===== config.mk =====
export PLATFORM = sky130hd
export DESIGN_NAME = ascii_reading_frame_parser_flat
export DESIGN_NICKNAME = d
export VERILOG_FILES = /design/src/design/arfp_pkg.sv /design/src/design/arfp_if.sv /design/src/design/arfp_cell.sv /design/src/design/arfp_match.sv /design/src/design/ascii_reading_frame_parser.sv /design/src/flat_wrapper.sv
export SDC_FILE = /design/constraint.sdc
export NUM_CORES = 1
export LEC_CHECK = 0
export BUFFER_PORTS_ARGS = -buffer_cell sky130_fd_sc_hd__buf_2
export CAP_MARGIN = 5
export CORE_MARGIN = 3
export CORE_UTILIZATION = 40
export CTS_CLUSTER_DIAMETER = 120
export DETAILED_ROUTE_END_ITERATION = 10
export PLACE_DENSITY = 0.56
export SYNTH_ARGS = -nofsm -noshare
export SYNTH_HDL_FRONTEND = slang
export SYNTH_SLANG_ARGS = --single-unit

===== constraint.sdc =====
create_clock -name clk -period 9.75 [get_ports clk]
set_input_delay 0.4875 -clock clk [delete_from_list [all_inputs] [get_ports clk]]
set_output_delay 0.4875 -clock clk [all_outputs]
set_load 0.05 [all_outputs]

===== src/design/arfp_pkg.sv =====
// Package for the ASCII reading frame parser.
// Holds window sizes, character codes, shared types and the decode result struct.
// No dependencies.
package arfp_pkg;

  localparam int WINDOW_BYTES = 12;
  localparam int FRAME_BYTES  = 8;
  localparam int VALUE_W      = 18;
  localparam int READING_W    = 16;
  localparam int COUNT_W      = 8;

  localparam logic [7:0] CH_SPACE = 8'h20;
  localparam logic [7:0] CH_P     = 8'h70;
  localparam logic [3:0] HI_DIGIT = 4'h3;

  localparam logic [READING_W-1:0] MAX_READING_RESET = '1;

  typedef logic [7:0]                    byte_t;
  typedef logic [WINDOW_BYTES-1:0][7:0]  window_t;
  typedef logic [FRAME_BYTES-1:0][7:0]   frame_t;
  typedef logic [READING_W-1:0]          reading_t;
  typedef logic [COUNT_W-1:0]            count_t;
  typedef logic [VALUE_W-1:0]            value_t;

  typedef struct packed {
    logic   found;
    value_t value;
  } match_t;

endpackage


===== src/design/arfp_if.sv =====
// Handshake channel interfaces for the ASCII reading frame parser.
// Byte input, reading output and configuration write channels.
// Depends on arfp_pkg.
interface arfp_rx_if;
  logic             valid;
  logic             ready;
  arfp_pkg::byte_t  rx_byte;

  modport source (output valid, output rx_byte, input ready);
  modport sink (input valid, input rx_byte, output ready);
endinterface

interface arfp_res_if;
  logic               valid;
  logic               ready;
  arfp_pkg::reading_t reading;
  logic               frame_found;
  arfp_pkg::count_t   frame_count;

  modport source (output valid, output reading, output frame_found, output frame_count,
                  input ready);
  modport sink (input valid, input reading, input frame_found, input frame_count,
                output ready);
endinterface

interface arfp_cfg_if;
  logic               valid;
  logic               ready;
  arfp_pkg::reading_t max_reading;

  modport source (output valid, output max_reading, input ready);
  modport sink (input valid, input max_reading, output ready);
endinterface


===== src/design/arfp_cell.sv =====
// One byte cell of the receive window shift chain.
// Loads its neighbor's byte on each shift, with an optional clear.
// Depends on arfp_pkg.
module arfp_cell (
  input  logic            clk,
  input  logic            rst,
  input  logic            shift,
  input  logic            clear,
  input  arfp_pkg::byte_t din,
  output arfp_pkg::byte_t dout
);
  import arfp_pkg::*;

  byte_t data;

  always_ff @(posedge clk) begin
    if (rst) begin
      data <= '0;
    end else if (shift) begin
      data <= clear ? '0 : din;
    end
  end

  assign dout = data;

endmodule


===== src/design/arfp_match.sv =====
// Frame shape matcher and decimal decoder for the ASCII reading frame parser.
// Tests the three frame shapes in priority order and weights the digit nibbles.
// Depends on arfp_pkg.
module arfp_match (
  input  arfp_pkg::frame_t frame,
  output arfp_pkg::match_t match
);
  import arfp_pkg::*;

  logic   tail;
  logic   three_digit;
  logic   four_digit;
  logic   five_digit;
  value_t val3;
  value_t val4;
  value_t val5;

  function automatic value_t nib(input byte_t b);
    return VALUE_W'(b[3:0]);
  endfunction

  always_comb begin
    tail        = (frame[6] == CH_SPACE) && (frame[7] == CH_P);
    three_digit = tail && (frame[1] == CH_SPACE) && (frame[2] == CH_SPACE);
    four_digit  = tail && (frame[1] == CH_SPACE) && (frame[2][7:4] == HI_DIGIT);
    five_digit  = tail && (frame[0] == CH_SPACE) && (frame[1][7:4] == HI_DIGIT);

    val3 = VALUE_W'(nib(frame[3]) * VALUE_W'(100) + nib(frame[4]) * VALUE_W'(10)
                    + nib(frame[5]));
    val4 = VALUE_W'(nib(frame[2]) * VALUE_W'(1000) + val3);
    val5 = VALUE_W'(nib(frame[1]) * VALUE_W'(10000) + val4);

    match.found = three_digit || four_digit || five_digit;
    if (three_digit) begin
      match.value = val3;
    end else if (four_digit) begin
      match.value = val4;
    end else begin
      match.value = val5;
    end
  end

endmodule


===== src/design/ascii_reading_frame_parser.sv =====
// ASCII reading frame parser top level: byte window chain, matcher and result register.
// A result is valid in the cycle after its byte request is accepted.
// Throughput: one byte per cycle while the single output register is empty or res.ready drains it.
// Reset clears the window, held reading, frame count and output valid;
// max_reading resets to 65535. Depends on arfp_pkg, arfp_if, arfp_cell, arfp_match.
module ascii_reading_frame_parser (
  input logic       clk,
  input logic       rst,
  arfp_rx_if.sink   rx,
  arfp_res_if.source res,
  arfp_cfg_if.sink  cfg
);
  import arfp_pkg::*;

  window_t  win;
  window_t  win_next;
  frame_t   frame;
  match_t   m;
  logic     accept;
  reading_t max_reading;
  reading_t held_reading;
  reading_t held_reading_next;
  count_t   frames_seen;
  count_t   frames_seen_next;
  value_t   held_cand;
  logic     res_valid;
  logic     res_found;

  assign accept = rx.valid && rx.ready;
  assign rx.ready = !res_valid || res.ready;
  assign cfg.ready = 1'b1;

  always_comb begin
    for (int k = 0; k < WINDOW_BYTES - 1; k++) begin
      win_next[k] = win[k+1];
    end
    win_next[WINDOW_BYTES-1] = rx.rx_byte;
  end

  assign frame = win_next[FRAME_BYTES-1:0];

  for (genvar k = 0; k < WINDOW_BYTES; k++) begin : g_cell
    arfp_cell u_cell (
      .clk   (clk),
      .rst   (rst),
      .shift (accept),
      .clear ((k == 0) && m.found),
      .din   (win_next[k]),
      .dout  (win[k])
    );
  end

  arfp_match u_match (
    .frame (frame),
    .match (m)
  );

  always_comb begin
    held_cand = m.found ? m.value : VALUE_W'(held_reading);
    if (held_cand > VALUE_W'(max_reading)) begin
      held_reading_next = max_reading;
    end else begin
      held_reading_next = held_cand[READING_W-1:0];
    end
    frames_seen_next = frames_seen + COUNT_W'(m.found);
  end

  always_ff @(posedge clk) begin
    if (rst) begin
      max_reading <= MAX_READING_RESET;
    end else if (cfg.valid && cfg.ready) begin
      max_reading <= cfg.max_reading;
    end
  end

  always_ff @(posedge clk) begin
    if (rst) begin
      held_reading <= '0;
      frames_seen  <= '0;
      res_valid    <= 1'b0;
      res_found    <= 1'b0;
    end else begin
      if (accept) begin
        held_reading <= held_reading_next;
        frames_seen  <= frames_seen_next;
        res_found    <= m.found;
        res_valid    <= 1'b1;
      end else if (res.ready) begin
        res_valid <= 1'b0;
      end
    end
  end

  assign res.valid       = res_valid;
  assign res.reading     = held_reading;
  assign res.frame_found = res_found;
  assign res.frame_count = frames_seen;

`ifndef SYNTHESIS
  a_reset_empty: assert property (@(posedge clk) rst |=> !res.valid)
    else $error("result valid after reset");
  a_accept_valid: assert property (@(posedge clk) disable iff (rst)
    accept |=> res.valid)
    else $error("accepted request produced no result");
  a_clamped: assert property (@(posedge clk) disable iff (rst)
    accept |=> held_reading <= $past(max_reading))
    else $error("held reading above configured maximum");
  a_count_step: assert property (@(posedge clk) disable iff (rst)
    accept |=> frames_seen == COUNT_W'($past(frames_seen) + COUNT_W'($past(m.found))))
    else $error("frame count did not follow frame matches");
`endif

endmodule


===== src/flat_wrapper.sv =====
// flat-port wrapper written by rule: the top's interface ports become plain ports
module ascii_reading_frame_parser_flat import arfp_pkg::*;
  (clk, rst, rx_valid, rx_rx_byte, rx_ready, res_valid, res_reading, res_frame_found, res_frame_count, res_ready, cfg_valid, cfg_max_reading, cfg_ready);
  arfp_rx_if rx_i ();
  arfp_res_if res_i ();
  arfp_cfg_if cfg_i ();
  input logic clk;
  input logic rst;
  input wire logic [$bits(rx_i.valid)-1:0] rx_valid;
  input wire logic [$bits(rx_i.rx_byte)-1:0] rx_rx_byte;
  output wire logic [$bits(rx_i.ready)-1:0] rx_ready;
  output wire logic [$bits(res_i.valid)-1:0] res_valid;
  output wire logic [$bits(res_i.reading)-1:0] res_reading;
  output wire logic [$bits(res_i.frame_found)-1:0] res_frame_found;
  output wire logic [$bits(res_i.frame_count)-1:0] res_frame_count;
  input wire logic [$bits(res_i.ready)-1:0] res_ready;
  input wire logic [$bits(cfg_i.valid)-1:0] cfg_valid;
  input wire logic [$bits(cfg_i.max_reading)-1:0] cfg_max_reading;
  output wire logic [$bits(cfg_i.ready)-1:0] cfg_ready;
  assign rx_i.valid = rx_valid;
  assign rx_i.rx_byte = rx_rx_byte;
  assign rx_ready = rx_i.ready;
  assign res_valid = res_i.valid;
  assign res_reading = res_i.reading;
  assign res_frame_found = res_i.frame_found;
  assign res_frame_count = res_i.frame_count;
  assign res_i.ready = res_ready;
  assign cfg_i.valid = cfg_valid;
  assign cfg_i.max_reading = cfg_max_reading;
  assign cfg_ready = cfg_i.ready;
  ascii_reading_frame_parser u_core (.clk(clk), .rst(rst), .rx(rx_i), .res(res_i), .cfg(cfg_i));
endmodule

# Yosys cells after proc, flatten, opt, wreduce, memory -nomap -nowiden
# Index checks and enable logic that the tools add are counted.
[totals]
register_bits = 130
inputBits = 29
word_cells = 51
[classes]
addsub = 5
n_mul = 4
order_cmp = 1
n_eq_ne = 7
n_mux = 6
reduce_logical = 12
[op_table]
columns = ["operator", "n"]
rows = [
  ["18-bit 2-to-1 mux", 3],
  ["8-bit by 6-bit == test with 1-bit output (second input constant)", 4],
  ["18-bit by 15-bit adder with 18-bit output", 1],
  ["18-bit by 16-bit > comparator with 1-bit output", 1],
  ["16-bit 2-to-1 mux", 1],
  ["14-bit by 13-bit adder with 15-bit output", 1],
  ["4-bit by 10-bit multiplier with 14-bit output (second input constant)", 1],
  ["12-bit by 4-bit adder with 13-bit output", 1],
  ["11-bit by 8-bit adder with 12-bit output", 1],
  ["4-bit by 7-bit multiplier with 11-bit output (second input constant)", 1],
  ["4-bit by 5-bit multiplier with 9-bit output (second input constant)", 1],
  ["8-bit by 1-bit adder with 8-bit output", 1],
  ["4-bit by 2-bit == test with 1-bit output (second input constant)", 2],
  ["8-bit by 7-bit == test with 1-bit output (second input constant)", 1],
  ["1-bit logical AND", 7],
  ["4-bit by 3-bit multiplier with 7-bit output (second input constant)", 1],
  ["1-bit logical OR", 3],
  ["1-bit 2-to-1 mux", 2],
  ["2-bit nonzero test", 1],
  ["1-bit logical NOT", 1],
]

# Depth between registers and ports, before layout
[depth]
word_depth = 10
depth_mapped = 37
ltp_nobuf = 36

# Modules after synthesis
# From an unflattened synthesis, not the netlist that was laid out.
[hier_totals]
hier_cells = 1024
hier_area_um2 = 9141.3
[modules_own_cells]
columns = ["module", "n_inst", "cells_per_inst", "area_each_um2"]
rows = [
  ["arfp_cell", 11, 34, 340.3],
  ["arfp_match", 1, 342, 2897.8],
  ["ascii_reading_frame_parser", 1, 308, 2499.9],
]

# Least setup slack after synthesis
# No wires, ideal clock.
[synth_timing]
path_type = "reg-to-reg"
startpoint = "register u_core.g_cell[5].u_cell.data[1]"
endpoint = "register u_core.held_reading[15] (netlist: u_core.res.reading[15])"
setup_ns = 0.132
arrival_time_ns = 7.108
slack_ns = 2.509
stages_incl_launch_ff = 36
path_buffers = 1
cell_sequence = "dfxtp_1 ha_1 ha_1 fa_1 xor2_1 ha_1 ha_1 and3_1 a221o_1 o41ai_1 xnor2_1 inv_1 ha_1 or3_1 o31ai_1 nor2b_1 o21a_1 xor2_1 ha_1 nand2_1 a21oi_1 nor3_1 nand2_1 xor2_1 o21ai_0 ha_1 a2111oi_0 o21ai_0 o21ai_0 o2111ai_1 and3_1 a21oi_2 buf_6 mux2_2 nand2_1 a21oi_1"
[synth_between]
elab_chain_len = 10
[synth_lines]
columns = ["item", "line_no", "source"]
rows = [
  ["start, declared", "arfp_cell.sv:14", "byte_t data;"],
  ["start signal, assigned", "arfp_cell.sv:20", "data <= clear ? '0 : din;"],
  ["4-bit by 3-bit multiplier with 7-bit output *", "arfp_match.sv:28", "val3 = VALUE_W'(nib(frame[3]) * VALUE_W'(100) + nib(frame[4]) * VALUE_W'(10)"],
  ["11-bit by 8-bit adder with 12-bit output *", "arfp_match.sv:28", ""],
  ["12-bit by 4-bit adder with 13-bit output *", "arfp_match.sv:29", "+ nib(frame[5]));"],
  ["14-bit by 13-bit adder with 15-bit output", "arfp_match.sv:30", "val4 = VALUE_W'(nib(frame[2]) * VALUE_W'(1000) + val3);"],
  ["18-bit by 15-bit adder with 18-bit output", "arfp_match.sv:31", "val5 = VALUE_W'(nib(frame[1]) * VALUE_W'(10000) + val4);"],
  ["18-bit 2-to-1 mux", "arfp_match.sv:36", "end else if (four_digit) begin"],
  ["18-bit 2-to-1 mux *", "arfp_match.sv:34", "if (three_digit) begin"],
  ["18-bit 2-to-1 mux *", "ascii_reading_frame_parser.sv:59", "held_cand = m.found ? m.value : VALUE_W'(held_reading);"],
  ["18-bit by 16-bit > comparator with 1-bit output", "ascii_reading_frame_parser.sv:60", "if (held_cand > VALUE_W'(max_reading)) begin"],
  ["16-bit 2-to-1 mux *", "ascii_reading_frame_parser.sv:60", ""],
  ["end signal, assigned", "ascii_reading_frame_parser.sv:84", "held_reading <= held_reading_next;"],
  ["end, declared", "ascii_reading_frame_parser.sv:21", "reading_t held_reading;"],
]
# Mark *: on every way between the ends. The rest lies on a longest branch, timed or not.
# A chain may end at the register's enable or synchronous reset.

# Worst setup path in the final report
[layout_timing]
startpoint = "register u_core.g_cell[5].u_cell.data[3]"
endpoint = "register u_core.held_reading[8] (netlist: u_core.res.reading[8])"
# The elaborated chain is that of the path after synthesis.

==> run_results.csv <==
group,metric,value,unit
sta,worst-slew-pin-transition,1.03,ns
die,num_io_pins,57,
power_and_ir_drop,pwr-share-seq,0.448,
global_route,grt_use_total,0.194,
sta,drv_slew,0,
drt,drc,0,
critical_path,crit_top_cell,"ha_1",
clock_network,post_cts_buffers,0,
drt,firstDrtPassIters,5,
critical_path,cp-end-kind,"flop",
clock_network,cts_resized,0,
worst_hold_path,min_delay_worst_endpoint,"u_core.max_reading[11]",
worst_hold_path,holdPathStages,3,
sta,relSlewSlack,0.315,
die,die-area,22500,µm²
sta,period_minus_slack,8.43,ns
synth,ys_ff_latch,130,
sta,min_period_over_period,0.865,
global_route,first_global_vias,6795,
drt,finalWirelength,21100,µm
sta,finalClockSkew,0.0130,ns
drt,wl_met2,9700,µm
synth,synthArstFlopShare,0,
synth,synth.top_cells.by_area,"dfxtp_1, ha_1, nand2_1",
critical_path,r2r_start,"u_core.g_cell[5].u_cell.dout[3]",
cells_and_area,nNetsFinal,1224,
worst_hold_path,hp-class,"input port to flop",
synth,synth_top_flop_cell,"dfxtp_1",
run_status,status,"complete, no violations",
synth,synth.net_count,1193,
drt,viasPerCell,5.16,
sta,report.final.hold_viol_count,0,
synth,syn-cell-area,8310,µm²
global_route,antenna_found_initial,0,
drt,top_layer,"met4",
die,die_w,150,µm
clock_network,clock_path_buffers,2,
global_route,grt_max_degree,95,
synth,ys.warnings.count,0,
critical_path,required,10.04,ns
drt,num_vias,7055,
drt,wl_met1,10300,µm
clock_network,clkLatencyLatePin,0.42,ns
synth,synth_most_common_cell,"nand2_1",
power_and_ir_drop,netSwitchingFraction,0.268,
clock_network,root_buffer,"clkbuf_16",
power_and_ir_drop,p_leak,4.21,nW
global_route,overflow,0,
drt,initialDrtViolationCount,352,
cells_and_area,final_layout_size_suffix_gt1_frac,0.102,
place,numPortBuffers,55,
worst_hold_path,hp-start,"cfg_max_reading[11]",
synth,synth_top_area_frac,0.313,
critical_path,cp.arrival,8.72,ns
cells_and_area,antennaDiodeCount,0,
sta,max_freq,119,MHz
drt,met3WireLength,751,µm
critical_path,cp_slowest_stage_delay,0.43,ns
global_route,grt_pass1_wl,34900,µm
drt,ant_nets,0,
job,maxCapViolCount,0,
critical_path,critPathSlowestCell,"dfxtp_1",
power_and_ir_drop,ir_drop,0.000110,V
power_and_ir_drop,intPower,891,µW
critical_path,reg2reg_to,"u_core.res.reading[8]",
synth,syn_inst,1052,
clock_network,clock-sinks,130,
synth,synthTopCellsByCount,"nand2_1, a21oi_1, dfxtp_1",
place,hpwl,15200,µm
synth,yosysTopAreaCell,"dfxtp_1",
clock_network,cts.clk_slew.worst_paths,0.07,ns
power_and_ir_drop,clkPwrFrac,0.497,
clock_network,cts_tree,"built",
die,fp-row-count,52,
sta,grt_setup_unrepaired,"no",
clock_network,htree_levels,4,
clock_network,cts_buffers,17,
drt,wl_per_cell,15.4,µm
critical_path,r2r_slack,1.32,ns
power_and_ir_drop,p_sw,325,µW
synth,avgSynthCellArea,7.90,µm²
sta,tns,0,ns
critical_path,critical_path_class,"flop to flop",
die,start_util,0.409,
critical_path,crit_fanout,14,
power_and_ir_drop,comb_power_share,0.054,
power_and_ir_drop,powerDensity,130,nW/µm²
critical_path,r2r_cells,35,
cells_and_area,syn2layout_area_growth,12.2,%
clock_network,cts_hold_buf,0,
place,routabilityCongestion,0.925,
die,fp.coreArea,20300,µm²
synth,yosysUniqueCellTypes,60,
die,die_h,150,µm
sta,hold_slack,0.282,ns
sta,finalSetupViolCount,0,
synth,ys_seq_area_frac,0.313,
synth,synth_edf_count,0,
critical_path,worst_setup_path_start_kind,"flop",
==> power groups by stage <==
stage	sequential [mW]	clock (mW)	combinational, mW
after floorplan	0.560	0	0.0436
after global placement	0.557	0	0.0668
after detailed placement	0.557	0	0.0665
after CTS	0.545	0.620	0.0669
after global routing	0.546	0.645	0.0746
final	0.545	0.605	0.0658
==> sequential cells by signal, indices dropped and copies added, names as in the netlist <==
signal,flops
u_core.g_cell.u_cell.dout,88
u_core.max_reading,16
u_core.res.reading,16
u_core.res.frame_count,8
u_core.res.frame_found,1
u_core.res.valid,1
==> final cells by class <==
cell class,instances,area [µm²]
Clock inverter,14,119
Clock buffer,18,429
Fill cell,2108,11000
Inverter,78,293
Multi-Input combinational cell,796,5230
Timing Repair Buffer,60,315
Tap cell,270,338
Sequential cell,130,2600
==> worst max path at each step <==
| stage | from | to | slack (ns) | cells past startpoint |
|---|---|---|---|---|
| global placement | u_core.g_cell[5].u_cell.dout[3] | u_core.res.reading[4] | 1.73 | 35 |
| floorplan | u_core.g_cell[5].u_cell.dout[1] | u_core.res.reading[15] | 2.51 | 35 |
| detailed placement | u_core.g_cell[5].u_cell.dout[3] | u_core.res.reading[8] | 1.47 | 35 |
| global route | u_core.g_cell[5].u_cell.dout[3] | u_core.res.reading[5] | 0.67 | 35 |
| CTS | u_core.g_cell[5].u_cell.dout[3] | u_core.res.reading[8] | 1.38 | 35 |
| finish | u_core.g_cell[5].u_cell.dout[3] | u_core.res.reading[8] | 1.32 | 35 |
==> metrics by stage <==
| step | instances | setup slack, ns | utilization | area [µm²] | power (mW) |
|---|---|---|---|---|---|
| 2_1_floorplan | 1052 | 2.51 | - | 8310 | 0.604 |
| 3_3_place_gp | 1334 | 1.73 | 0.433 | 8780 | 0.624 |
| 3_5_place_dp | 1334 | 1.47 | 0.433 | 8780 | 0.624 |
| 4_1_cts | 1366 | 1.38 | 0.460 | 9330 | 1.23 |
| 5_1_grt | 1366 | 0.666 | 0.460 | 9330 | 1.27 |
| 6_report | 1366 | 1.32 | 0.460 | 9330 | 1.22 |
==> cells by family (layout without fill, tap and decap cells) <==
kind of cell | after synthesis | after routing | share of synthesized area
compound gates | 246 | 246 | 0.178
xor+xnor | 39 | 39 | 0.0411
fa+ha+maj | 112 | 112 | 0.184
buf+inv | 126 | 170 | 0.0587
flops | 130 | 130 | 0.313
mux | 22 | 22 | 0.0286
other cells | 1 | 1 | 0.000451
simple gates | 376 | 376 | 0.196
==> per-layer routing <==
layer / track usage / vias up
met3: 0.0301 / 15
met1: 0.274 / 3281
li1: - / 3642
met4: 0.0540 / 0
met2: 0.308 / 117
met5: 0 / -
==> cells in the final DEF, fill, tap and decap left out, types with 12 or more instances in the layout <==
cell type  count
xnor2_1       21
nor2b_1       12
o21ai_0       26
nand2_1      250
xor2_1        18
dfxtp_1      130
nor2_1        37
mux2_2        14
fa_1          17
o211ai_1      21
clkbuf_16     17
ha_1          95
inv_1         78
nor3_1        12
buf_2         54
a21oi_1      135
nand3_1       13
==> worst max-delay path, delay by kind of cell, from the launching register on <==
family	cells	cell delay, ns
muxes	1	0.36
DFF	1	0.43
adders and majority gates	8	2.36
buffers and inverters	2	0.38
xor gates and xnor gates	4	0.71
and+or+nand+nor	8	1.44
AOI/OAI and AO/OA	12	2.61
(Power assumes the default switching activity.)
